==> src/hw/rtl/assert_macros.svh <==
// Assertion macros shared by the line framer RTL.
`ifndef ASSERT_MACROS_SVH
`define ASSERT_MACROS_SVH

// Same-cycle implication, disabled during reset.
`define LFC_ASSERT_IMPL(label, clk, rst_n, ante, cons) \
  label: assert property (@(posedge clk) disable iff (!rst_n) (ante) |-> (cons)) \
    else $error("line framer assertion failed");

// Next-cycle implication, disabled during reset.
`define LFC_ASSERT_NEXT(label, clk, rst_n, ante, cons) \
  label: assert property (@(posedge clk) disable iff (!rst_n) (ante) |=> (cons)) \
    else $error("line framer assertion failed");

`endif

==> src/hw/rtl/lfc_pkg.sv <==
// Types, constants and helper functions of the line framer with type classifier.
package lfc_pkg;

  localparam int RING_DEPTH = 128;
  localparam int RING_AW    = $clog2(RING_DEPTH);
  localparam int LEN_W      = 7;
  localparam int DROP_W     = 16;
  localparam int TYPE_W     = 4;
  localparam int NUM_TAGS   = 10;

  localparam logic [LEN_W-1:0] LEN_MAX    = 7'd127;
  localparam logic [LEN_W-1:0] ALPHA_LEN  = 7'd94;
  localparam logic [LEN_W-1:0] PREFIX_LEN = 7'd5;
  localparam logic [LEN_W-1:0] COMMA_POS  = 7'd22;
  localparam logic [LEN_W-1:0] QUOTE_POS  = 7'd93;

  localparam logic [TYPE_W-1:0] TYPE_UNKNOWN = 4'd0;
  localparam logic [TYPE_W-1:0] TYPE_ALPHA   = 4'd11;

  localparam logic [7:0] CHAR_BANG    = 8'h21;
  localparam logic [7:0] CHAR_BRACKET = 8'h5B;
  localparam logic [7:0] CHAR_QUOTE   = 8'h22;
  localparam logic [7:0] CHAR_COMMA   = 8'h2C;
  localparam logic [7:0] CHAR_CR      = 8'h0D;
  localparam logic [7:0] CHAR_LF      = 8'h0A;
  localparam logic [7:0] PRINT_LO     = 8'h20;
  localparam logic [7:0] PRINT_HI     = 8'h7E;

  // Check sequence steps: which line byte the compare unit sees.
  localparam logic [2:0] CHK_FIRST = 3'd0;
  localparam logic [2:0] CHK_TAG0  = 3'd1;
  localparam logic [2:0] CHK_TAG1  = 3'd2;
  localparam logic [2:0] CHK_TAG2  = 3'd3;
  localparam logic [2:0] CHK_TAG3  = 3'd4;
  localparam logic [2:0] CHK_COMMA = 3'd5;
  localparam logic [2:0] CHK_QUOTE = 3'd6;
  localparam logic [2:0] CHK_DONE  = 3'd7;

  typedef enum logic [1:0] {
    CMD_RX      = 2'd0,
    CMD_READ    = 2'd1,
    CMD_RESTART = 2'd2
  } cmd_e;

  typedef enum logic [2:0] {
    S_IDLE = 3'b001,
    S_LINE = 3'b010,
    S_DONE = 3'b100
  } state_e;

  typedef struct packed {
    logic [1:0] cmd;
    logic [7:0] rx_byte;
    logic [6:0] read_index;
  } lfc_in_t;

  typedef struct packed {
    logic              is_read_reply;
    logic [TYPE_W-1:0] line_type;
    logic [LEN_W-1:0]  line_length;
    logic              bad_prefix;
    logic              alpha_valid;
    logic [DROP_W-1:0] drop_count;
    logic [7:0]        read_data;
  } lfc_out_t;

  typedef struct packed {
    logic       en;
    logic [2:0] idx;
  } lfc_chk_t;

  function automatic logic [LEN_W-1:0] chk_offset(logic [2:0] idx);
    case (idx)
      CHK_COMMA: return COMMA_POS;
      CHK_QUOTE: return QUOTE_POS;
      default:   return {4'd0, idx};
    endcase
  endfunction

  function automatic logic [31:0] tag_word(int unsigned t);
    case (t)
      0:       return "LRR:";
      1:       return "REL:";
      2:       return "EXP:";
      3:       return "RFX:";
      4:       return "AUI:";
      5:       return "KPM:";
      6:       return "KPE:";
      7:       return "CRC:";
      8:       return "VER:";
      9:       return "ERR:";
      default: return 32'd0;
    endcase
  endfunction

  function automatic logic [RING_AW-1:0] ring_wrap(logic [RING_AW-1:0] base,
                                                   logic [LEN_W-1:0] off);
    logic [RING_AW:0] sum;
    sum = {1'b0, base} + (RING_AW+1)'(off);
    if (sum >= (RING_AW+1)'(RING_DEPTH)) begin
      sum = sum - (RING_AW+1)'(RING_DEPTH);
    end
    return sum[RING_AW-1:0];
  endfunction

  function automatic logic [RING_AW-1:0] ring_next(logic [RING_AW-1:0] p);
    return (p == RING_AW'(RING_DEPTH - 1)) ? '0 : p + 1'b1;
  endfunction

endpackage

==> src/hw/rtl/lfc_ring.sv <==
// Line ring memory: one write port, one registered read port.
module lfc_ring import lfc_pkg::*; (
  input  logic               clk_i,
  input  logic               we_i,
  input  logic [RING_AW-1:0] waddr_i,
  input  logic [7:0]         wdata_i,
  input  logic               re_i,
  input  logic [RING_AW-1:0] raddr_i,
  output logic [7:0]         rdata_o
);

  logic [7:0] mem_q [RING_DEPTH];
  logic [7:0] rdata_q;

  always_ff @(posedge clk_i) begin
    if (we_i) begin
      mem_q[waddr_i] <= wdata_i;
    end
    if (re_i) begin
      rdata_q <= mem_q[raddr_i];
    end
  end

  assign rdata_o = rdata_q;

endmodule

==> src/hw/rtl/lfc_match.sv <==
// Shared byte compare unit: prefix tag match and alpha status checks.
module lfc_match import lfc_pkg::*; (
  input  logic              clk_i,
  input  lfc_chk_t          chk_i,
  input  logic [7:0]        rd_data_i,
  input  logic [LEN_W-1:0]  line_len_i,
  output logic [TYPE_W-1:0] line_type_o,
  output logic              bad_prefix_o,
  output logic              alpha_valid_o
);

  logic                bang_q;
  logic                brk_q;
  logic                comma_q;
  logic                quote_q;
  logic [NUM_TAGS-1:0] mask_q;
  logic [NUM_TAGS-1:0] hit;
  logic [1:0]          char_sel;
  logic [31:0]         tag_chars;
  logic [TYPE_W-1:0]   tag_type;

  assign char_sel = 2'd3 - 2'(chk_i.idx - 3'd1);

  always_comb begin
    tag_chars = '0;
    for (int unsigned t = 0; t < NUM_TAGS; t++) begin
      tag_chars = tag_word(t);
      hit[t]    = (rd_data_i == tag_chars[{char_sel, 3'b000} +: 8]);
    end
  end

  always_ff @(posedge clk_i) begin
    if (chk_i.en) begin
      case (chk_i.idx)
        CHK_FIRST: begin
          bang_q <= (rd_data_i == CHAR_BANG);
          brk_q  <= (rd_data_i == CHAR_BRACKET);
          mask_q <= '1;
        end
        CHK_TAG0, CHK_TAG1, CHK_TAG2, CHK_TAG3: begin
          mask_q <= mask_q & hit;
        end
        CHK_COMMA: begin
          comma_q <= (rd_data_i == CHAR_COMMA);
        end
        CHK_QUOTE: begin
          quote_q <= (rd_data_i == CHAR_QUOTE);
        end
        default: ;
      endcase
    end
  end

  always_comb begin
    tag_type = TYPE_UNKNOWN;
    for (int t = NUM_TAGS - 1; t >= 0; t--) begin
      if (mask_q[t]) begin
        tag_type = TYPE_W'(t + 1);
      end
    end
  end

  always_comb begin
    if (brk_q) begin
      line_type_o = TYPE_ALPHA;
    end else if (bang_q && (line_len_i >= PREFIX_LEN)) begin
      line_type_o = tag_type;
    end else begin
      line_type_o = TYPE_UNKNOWN;
    end
  end

  assign bad_prefix_o  = !bang_q && !brk_q;
  assign alpha_valid_o = brk_q && (line_len_i == ALPHA_LEN) && comma_q && quote_q;

endmodule

==> src/hw/rtl/line_framer_with_type_classifier_core.sv <==
// Top level of the line framer with type classifier.
//
// Input channel in_valid_i/in_ready_o carries one command per transfer: a
// received byte, a read of one byte of the last completed line, or a parser
// restart. Output channel out_valid_o/out_ready_i carries end-of-line
// reports and read replies, held in an output register.
// A printable received byte that does not close a line is written into the
// ring in the cycle of its transfer, and the block stays ready.
// A CR or LF closing a line starts an eight-step check sequence: the ring's
// single read port fetches line bytes 0 to 4, 22 and 93, one per cycle, into
// the shared compare unit. The report is loaded into the output register
// from S_DONE, once that register is free; a read command takes one ring read
// and its reply is loaded the same way. No new command is taken before that.
// in_ready_o is low while a check or read is in progress or while a finished
// result waits on a stalled receiver with the output register still full.
// Reset clears the parser, pointers, last-line record and drop counter; ring
// contents are not cleared and need no clearing pass.
`include "assert_macros.svh"

module line_framer_with_type_classifier_core import lfc_pkg::*; (
  input  logic     clk_i,
  input  logic     rst_ni,
  input  logic     in_valid_i,
  output logic     in_ready_o,
  input  lfc_in_t  in_data_i,
  output logic     out_valid_o,
  input  logic     out_ready_i,
  output lfc_out_t out_data_o
);

  state_e             state_q, state_d;
  logic [2:0]         step_q, step_d;
  logic               reply_q, reply_d;
  logic [LEN_W-1:0]   ridx_q, ridx_d;
  logic               scan_q, scan_d;
  logic [RING_AW-1:0] wr_pos_q, wr_pos_d;
  logic [RING_AW-1:0] rd_pos_q, rd_pos_d;
  logic [RING_AW-1:0] last_start_q, last_start_d;
  logic [LEN_W-1:0]   last_len_q, last_len_d;
  logic [DROP_W-1:0]  drops_q, drops_d;
  logic               out_valid_q, out_valid_d;
  lfc_out_t           out_q, out_d;

  logic               ram_we;
  logic               ram_re;
  logic [RING_AW-1:0] ram_raddr;
  logic [7:0]         ram_rdata;
  lfc_chk_t           chk;
  logic [TYPE_W-1:0]  m_type;
  logic               m_bad;
  logic               m_alpha;

  logic               printable;
  logic               eol;
  logic [RING_AW-1:0] wr_next;
  logic [RING_AW-1:0] rd_next;
  logic [RING_AW:0]   len_full;
  logic [LEN_W-1:0]   len_sat;
  lfc_out_t           result;

  assign printable = (in_data_i.rx_byte >= PRINT_LO) && (in_data_i.rx_byte <= PRINT_HI);
  assign eol       = (in_data_i.rx_byte == CHAR_CR) || (in_data_i.rx_byte == CHAR_LF);
  assign wr_next   = ring_next(wr_pos_q);
  assign rd_next   = ring_next(rd_pos_q);

  always_comb begin
    if (wr_pos_q >= rd_pos_q) begin
      len_full = {1'b0, wr_pos_q} - {1'b0, rd_pos_q};
    end else begin
      len_full = {1'b0, wr_pos_q} + (RING_AW+1)'(RING_DEPTH) - {1'b0, rd_pos_q};
    end
    len_sat = (len_full > (RING_AW+1)'(LEN_MAX)) ? LEN_MAX : len_full[LEN_W-1:0];
  end

  always_comb begin
    result = '0;
    result.line_length = last_len_q;
    result.drop_count  = drops_q;
    if (reply_q) begin
      result.is_read_reply = 1'b1;
      result.read_data     = (ridx_q < last_len_q) ? ram_rdata : 8'd0;
    end else begin
      result.line_type   = m_type;
      result.bad_prefix  = m_bad;
      result.alpha_valid = m_alpha;
    end
  end

  assign in_ready_o = (state_q == S_IDLE);

  always_comb begin
    state_d      = state_q;
    step_d       = step_q;
    reply_d      = reply_q;
    ridx_d       = ridx_q;
    scan_d       = scan_q;
    wr_pos_d     = wr_pos_q;
    rd_pos_d     = rd_pos_q;
    last_start_d = last_start_q;
    last_len_d   = last_len_q;
    drops_d      = drops_q;
    out_valid_d  = out_valid_q && !out_ready_i;
    out_d        = out_q;
    ram_we       = 1'b0;
    ram_re       = 1'b0;
    ram_raddr    = ring_wrap(last_start_q, chk_offset(step_q));
    chk.en       = 1'b0;
    chk.idx      = 3'(step_q - 3'd1);

    case (state_q)
      S_IDLE: begin
        if (in_valid_i) begin
          case (in_data_i.cmd)
            CMD_RX: begin
              if (scan_q || printable) begin
                if (eol) begin
                  last_start_d = rd_pos_q;
                  last_len_d   = len_sat;
                  rd_pos_d     = wr_pos_q;
                  scan_d       = 1'b0;
                  reply_d      = 1'b0;
                  step_d       = CHK_FIRST;
                  state_d      = S_LINE;
                end else if (!printable) begin
                  // drop the partial line
                  wr_pos_d = '0;
                  rd_pos_d = '0;
                  scan_d   = 1'b0;
                end else begin
                  ram_we   = 1'b1;
                  scan_d   = 1'b1;
                  wr_pos_d = wr_next;
                  if (wr_next == rd_pos_q) begin
                    rd_pos_d = rd_next;
                    if (drops_q != '1) begin
                      drops_d = drops_q + 1'b1;
                    end
                  end
                end
              end
            end
            CMD_READ: begin
              ram_re    = 1'b1;
              ram_raddr = ring_wrap(last_start_q, in_data_i.read_index);
              ridx_d    = in_data_i.read_index;
              reply_d   = 1'b1;
              state_d   = S_DONE;
            end
            CMD_RESTART: begin
              wr_pos_d = '0;
              rd_pos_d = '0;
              scan_d   = 1'b0;
            end
            default: ;
          endcase
        end
      end
      S_LINE: begin
        ram_re = (step_q != CHK_DONE);
        chk.en = (step_q != CHK_FIRST);
        step_d = step_q + 1'b1;
        if (step_q == CHK_DONE) begin
          state_d = S_DONE;
        end
      end
      S_DONE: begin
        if (!out_valid_q || out_ready_i) begin
          out_d       = result;
          out_valid_d = 1'b1;
          state_d     = S_IDLE;
        end
      end
      default: begin
        state_d = S_IDLE;
      end
    endcase
  end

  always_ff @(posedge clk_i or negedge rst_ni) begin
    if (!rst_ni) begin
      state_q      <= S_IDLE;
      step_q       <= CHK_FIRST;
      reply_q      <= 1'b0;
      scan_q       <= 1'b0;
      wr_pos_q     <= '0;
      rd_pos_q     <= '0;
      last_start_q <= '0;
      last_len_q   <= '0;
      drops_q      <= '0;
      out_valid_q  <= 1'b0;
    end else begin
      state_q      <= state_d;
      step_q       <= step_d;
      reply_q      <= reply_d;
      scan_q       <= scan_d;
      wr_pos_q     <= wr_pos_d;
      rd_pos_q     <= rd_pos_d;
      last_start_q <= last_start_d;
      last_len_q   <= last_len_d;
      drops_q      <= drops_d;
      out_valid_q  <= out_valid_d;
    end
  end

  always_ff @(posedge clk_i) begin
    ridx_q <= ridx_d;
    out_q  <= out_d;
  end

  lfc_ring u_ring (
    .clk_i   (clk_i),
    .we_i    (ram_we),
    .waddr_i (wr_pos_q),
    .wdata_i (in_data_i.rx_byte),
    .re_i    (ram_re),
    .raddr_i (ram_raddr),
    .rdata_o (ram_rdata)
  );

  lfc_match u_match (
    .clk_i         (clk_i),
    .chk_i         (chk),
    .rd_data_i     (ram_rdata),
    .line_len_i    (last_len_q),
    .line_type_o   (m_type),
    .bad_prefix_o  (m_bad),
    .alpha_valid_o (m_alpha)
  );

  assign out_valid_o = out_valid_q;
  assign out_data_o  = out_q;

  `LFC_ASSERT_IMPL(a_ptr_range, clk_i, rst_ni, 1'b1, (wr_pos_q <= RING_AW'(RING_DEPTH - 1)) && (rd_pos_q <= RING_AW'(RING_DEPTH - 1)))
  `LFC_ASSERT_IMPL(a_line_nonempty, clk_i, rst_ni, scan_q, wr_pos_q != rd_pos_q)
  `LFC_ASSERT_IMPL(a_alpha_report, clk_i, rst_ni, out_valid_o && out_data_o.alpha_valid, !out_data_o.is_read_reply && (out_data_o.line_type == TYPE_ALPHA) && (out_data_o.line_length == ALPHA_LEN))
  `LFC_ASSERT_NEXT(a_drops_monotonic, clk_i, rst_ni, 1'b1, drops_q >= $past(drops_q))
  `LFC_ASSERT_NEXT(a_check_ends, clk_i, rst_ni, (state_q == S_LINE) && (step_q == CHK_DONE), state_q == S_DONE)

endmodule

==> config.mk <==
export PLATFORM = sky130hd
export DESIGN_NAME = line_framer_with_type_classifier_core
export DESIGN_NICKNAME = d
export VERILOG_FILES = /design/src/hw/rtl/lfc_pkg.sv /design/src/hw/rtl/lfc_ring.sv /design/src/hw/rtl/lfc_match.sv /design/src/hw/rtl/line_framer_with_type_classifier_core.sv
export VERILOG_INCLUDE_DIRS = /design/src /design/src/hw/rtl
export SDC_FILE = /design/constraint.sdc
export NUM_CORES = 1
export LEC_CHECK = 0
export ABC_AREA = 1
export BUFFER_PORTS_ARGS = -buffer_cell sky130_fd_sc_hd__buf_2
export CORE_MARGIN = 5
export CORE_UTILIZATION = 45
export DETAILED_ROUTE_END_ITERATION = 10
export GPL_TIMING_DRIVEN = 0
export PLACE_DENSITY = 0.58
export SLEW_MARGIN = 40
export SYNTH_ARGS = -nofsm -noshare
export SYNTH_HDL_FRONTEND = slang
export SYNTH_SLANG_ARGS = --single-unit
==> constraint.sdc <==
create_clock -name clk_i -period 4.7 [get_ports clk_i]
set_input_delay 0.47 -clock clk_i [delete_from_list [all_inputs] [get_ports clk_i]]
set_output_delay 0.47 -clock clk_i [all_outputs]
set_load 0.05 [all_outputs]
==> summary.txt <==
Status
  – Outcome: finished with violations
  – Violations in the final reports: setup timing

Clock network
  – Inserted Clock Buffers: 130
  – Root buffer selected by CTS: sky130_fd_sc_hd__clkbuf_16
  – TritonCTS clock tree: yes
  – Post-CTS Setup Inserts: 0
  – H-tree depth: 4
  – Worst skew pair latency: 0.74 ns
  – Clock sink total: 1144
  – Deepest clock path buffer count: 3
  – Clock transition at the registers of the reported paths: 0.06 ns

Logic synthesis
  – Portion of the post-synthesis area used by sequential elements: 65.61%
  – Distinct cell type count of the synthesized netlist: 49
  – Mean post-synth cell area: 10.06 um^2
  – Proportion of synthesized flip-flops having asynchronous set or reset: 4.633%
  – Top_reg_cell synth: sky130_fd_sc_hd__edfxtp_1
  – Most used standard cells in the synthesized netlist: 1243 x sky130_fd_sc_hd__nand2_1, 1091 x sky130_fd_sc_hd__edfxtp_1, 990 x sky130_fd_sc_hd__nand3_1
  – Count of synthesis-stage warnings from yosys: 0
  – Number of enable-type register cells in the synthesized netlist: 1091
  – Post-synth design cell area: 51960 um^2
  – Most common cell in the synthesized netlist: sky130_fd_sc_hd__nand2_1
  – Post-synth top area share: 63.05%
  – Largest cells by area after synthesis: sky130_fd_sc_hd__edfxtp_1 63%, sky130_fd_sc_hd__nand3_1 9.5%, sky130_fd_sc_hd__nand2_1 9.0%, sky130_fd_sc_hd__inv_1 7.1%, sky130_fd_sc_hd__dfrtp_1 2.5%
  – Area leader, netlist: sky130_fd_sc_hd__edfxtp_1
  – Number of instances in the synthesized netlist: 5163
  – Syn Nets: 5221
  – Post-synthesis register bit count: 1144

Floorplan
  – # rows: 124
  – Effective utilization at floorplan: 45.38%
  – Horiz. Die Dim: 349.8 um
  – Placeable core region: 114500 um^2
  – Die ar.: 122400 um^2
  – Die boundary height: 349.8 um
  – Total I/O pin count: 61

Timing
  – Final count of negative-setup-slack endpoints: 48
  – Total negative setup slack: -4.429 ns
  – Share of the clock period used by the worst path after layout: 102.8%
  – Post-layout minimum cycle time: 4.830 ns
  – Max transition margin: 36.24%
  – Worst setup skew after layout: 0.02370 ns
  – Transition time of the tightest slew-check pin: 0.9529 ns
  – Fin. max-slew vios: 0
  – Maximum achievable frequency: 207.0 MHz
  – Setup repair after global routing missed its margin: yes
  – Final setup slack of the worst path: -0.1304 ns
  – Number of hold-slack violations in the final timing report: 0

Finish
  – Area grow syn2layout: 13.72%
  – Share of final-layout standard cells stronger than drive strength 1: 9.867%
  – Final design utilization: 51.60%
  – Combined flip-flop and latch cell area: 34090 um^2
  – Count of non-filler cells in the finished layout: 6997
  – Total number of nets in the final design: 5440
  – Fill cell count: 10430
  – Multi-input logic area: 13150 um^2

Setup path
  – R2R depth: 18
  – Category of the worst setup path launch point: input port
  – Type of element capturing the critical path: flip-flop
  – Arrival time worst endpoint: 5.18 ns
  – Data required, critical path: 5.05 ns
  – Worst Path Max Fanout: 65
  – Delay of the slowest cell on the worst path: 0.77 ns
  – Cell with the largest stage delay on the worst path: sky130_fd_sc_hd__nor2_1
  – CP cell instances: dlygate4sd3_1 -> buf_8 -> buf_16 -> buf_16 -> nand4_1 -> nand2_1 -> nor2_1 -> nand2_1 -> nor2_2 -> inv_2 -> nor2_1 -> nand3_2 -> clkbuf_2 -> nor2_1
  – Most numerous cell on the critical path: sky130_fd_sc_hd__nor2_1
  – Path type of the worst setup path: in2reg

Global route
  – GR Overflow Total: 0
  – Total global-route track usage: 26.88%
  – Met2 Resource Use GR: 42.33%
  – Antenna violations before repair: 5
  – Vias in the first global route: 35890
  – Global-route track usage on met1: 37.11%
  – Global-route met3 utilization: 4.839%
  – Maximum number of pins on one net before global-route repair: 74
  – Most used routing layer in global routing: met2
  – Wire length of the first global-routing pass: 239100 um

Power
  – Pwr Density: 652.7 nW/um^2
  – Worst vdd ir: 0.4521 mV
  – Pleak: 0.02485 uW
  – Power consumption: 38570 uW

Routing
  – Via count: 37870
  – Antenna Violating Nets Remaining: 0
  – Remaining DRCs: 0
  – Total Wirelength: 165800 um
  – Post-DR wirelength/cell: 23.70 um
  – Starting DRT DRC Count: 4475
  – Via density per instance: 5.412
  – Number of detailed-route iterations in the first pass: 8

Placed design
  – Worst Setup Slack post-DPL: -0.2587 ns
  – Count of input and output buffers: 60
  – Cells after DPL: 6752
  – Detailed Place HPWL: 114500 um
  – Placer Congestion: 0.9668

Worst hold path
  – Class of the most critical hold timing path: in2reg
  – Worst hold path stage count: 4

Run
  – Max-cap violations: 0
==> placed cells by master (no fill, tap or decap), drive strengths merged, types with 3 or more instances in the layout <==
cell         synthesis  routed
xnor2                8       8
xor2                35      35
buf                198     275
nand3              996     996
nor3                24      24
o311ai               3       3
ha                  34      34
inv                982     983
bufinv               0       7
dfrtp               52      52
a2111oi              4       4
dlygate4sd3          0       9
nand3b              50      50
o22ai                3       3
o211ai              12      12
fa                   3       3
o31ai                3       3
nor2               214     214
nand2             1250    1250
nor4                14      14
clkinv               2      43
nand4               19      19
edfxtp            1091    1091
clkbuf              46     229
o21ai               73      73
a21oi               33      33
==> path summary, 6_finish.rpt <==
path | from | endpoint | slack (ns)
worst max register to register | step_q[0]$_DFFE_PN0P_ | u_ring.rdata_o[7]$_DFFE_PP_ | 0.14
min in group asynchronous | rst_ni | drops_q[5]$_DFFE_PN0P_ | 0.36
worst min-delay path | out_ready_i | out_valid_o$_DFF_PN0_ | 0.06
worst min register to register | reply_q$_DFFE_PN0P_ | out_data_o[37]$_DFFE_PP_ | 0.46
max in group asynchronous | rst_ni | reply_q$_DFFE_PN0P_ | 3.84
worst max-delay path | in_data_i[11] | u_ring.mem_q[120][6]$_DFFE_PP_ | -0.13
==> worst max-delay path, delay by kind of cell <==
family,cells,cell delay [ns]
and+or+nand+nor,8,2.59
buffers and inverters,6,1.96
==> flip-flops by register name, indices dropped and copies added, names as in the netlist, 3 cells and up <==
name and cells:
last_start_q 7, state_q 3, u_match.mask_q 10, u_ring.mem_q 1024, last_len_q 7, wr_pos_q 7, out_data_o 38, u_ring.rdata_o 8
ridx_q 7, step_q 3, rd_pos_q 7, drops_q 16
==> through the flow <==
step	hold WS, ns	cell area (um^2)
floorplan	0.1744	51960
global placement	0.4248	54150
detailed placement	0.4565	54730
CTS	0.01065	58980
global route	0.06431	59080
finish	0.06099	59090
==> layout make-up <==
class	instances	share of cell area, %
multi-input cells	2791	22.26
plain buffers	244	2.054
clock inverters	51	0.7263
inverters	984	6.251
repair buffers	87	1.508
flip-flops and latches	1144	57.69
clock buffers	182	6.298
diodes	2	0.008470
well taps	1512	3.202
==> where the power goes <==
part	leakage (uW)	total [uW]	internal, uW	switching, uW
Combinational	0.0124	17000	4290	12700
Sequential	0.0104	11700	11500	198
Clock	0.00202	9940	5890	4040
==> what timing repair did <==
item / CTS / global route
hold endpoints to repair: 66 / 0
endpoints found under the setup margin: 8 / 104
hold buffers: 9 / 0
gates resized for setup: 2 / 14
==> cells by family after synthesis <==
kind of cell,Yosys count,synth area share [%]
fa+ha+maj,37,0.9343
simple gates,2568,21.75
compound gates,143,1.582
xor+xnor,43,0.7248
flops,1144,65.61
buf+inv,1228,9.406
==> per-layer routing <==
metal  wire length (um)  part of all wire, %
met3              15380                  9.3
met5                  0                    0
met1              68160                   41
met2              74950                   45
met4               7315                  4.4
Power figures use the tool's default switching activity.
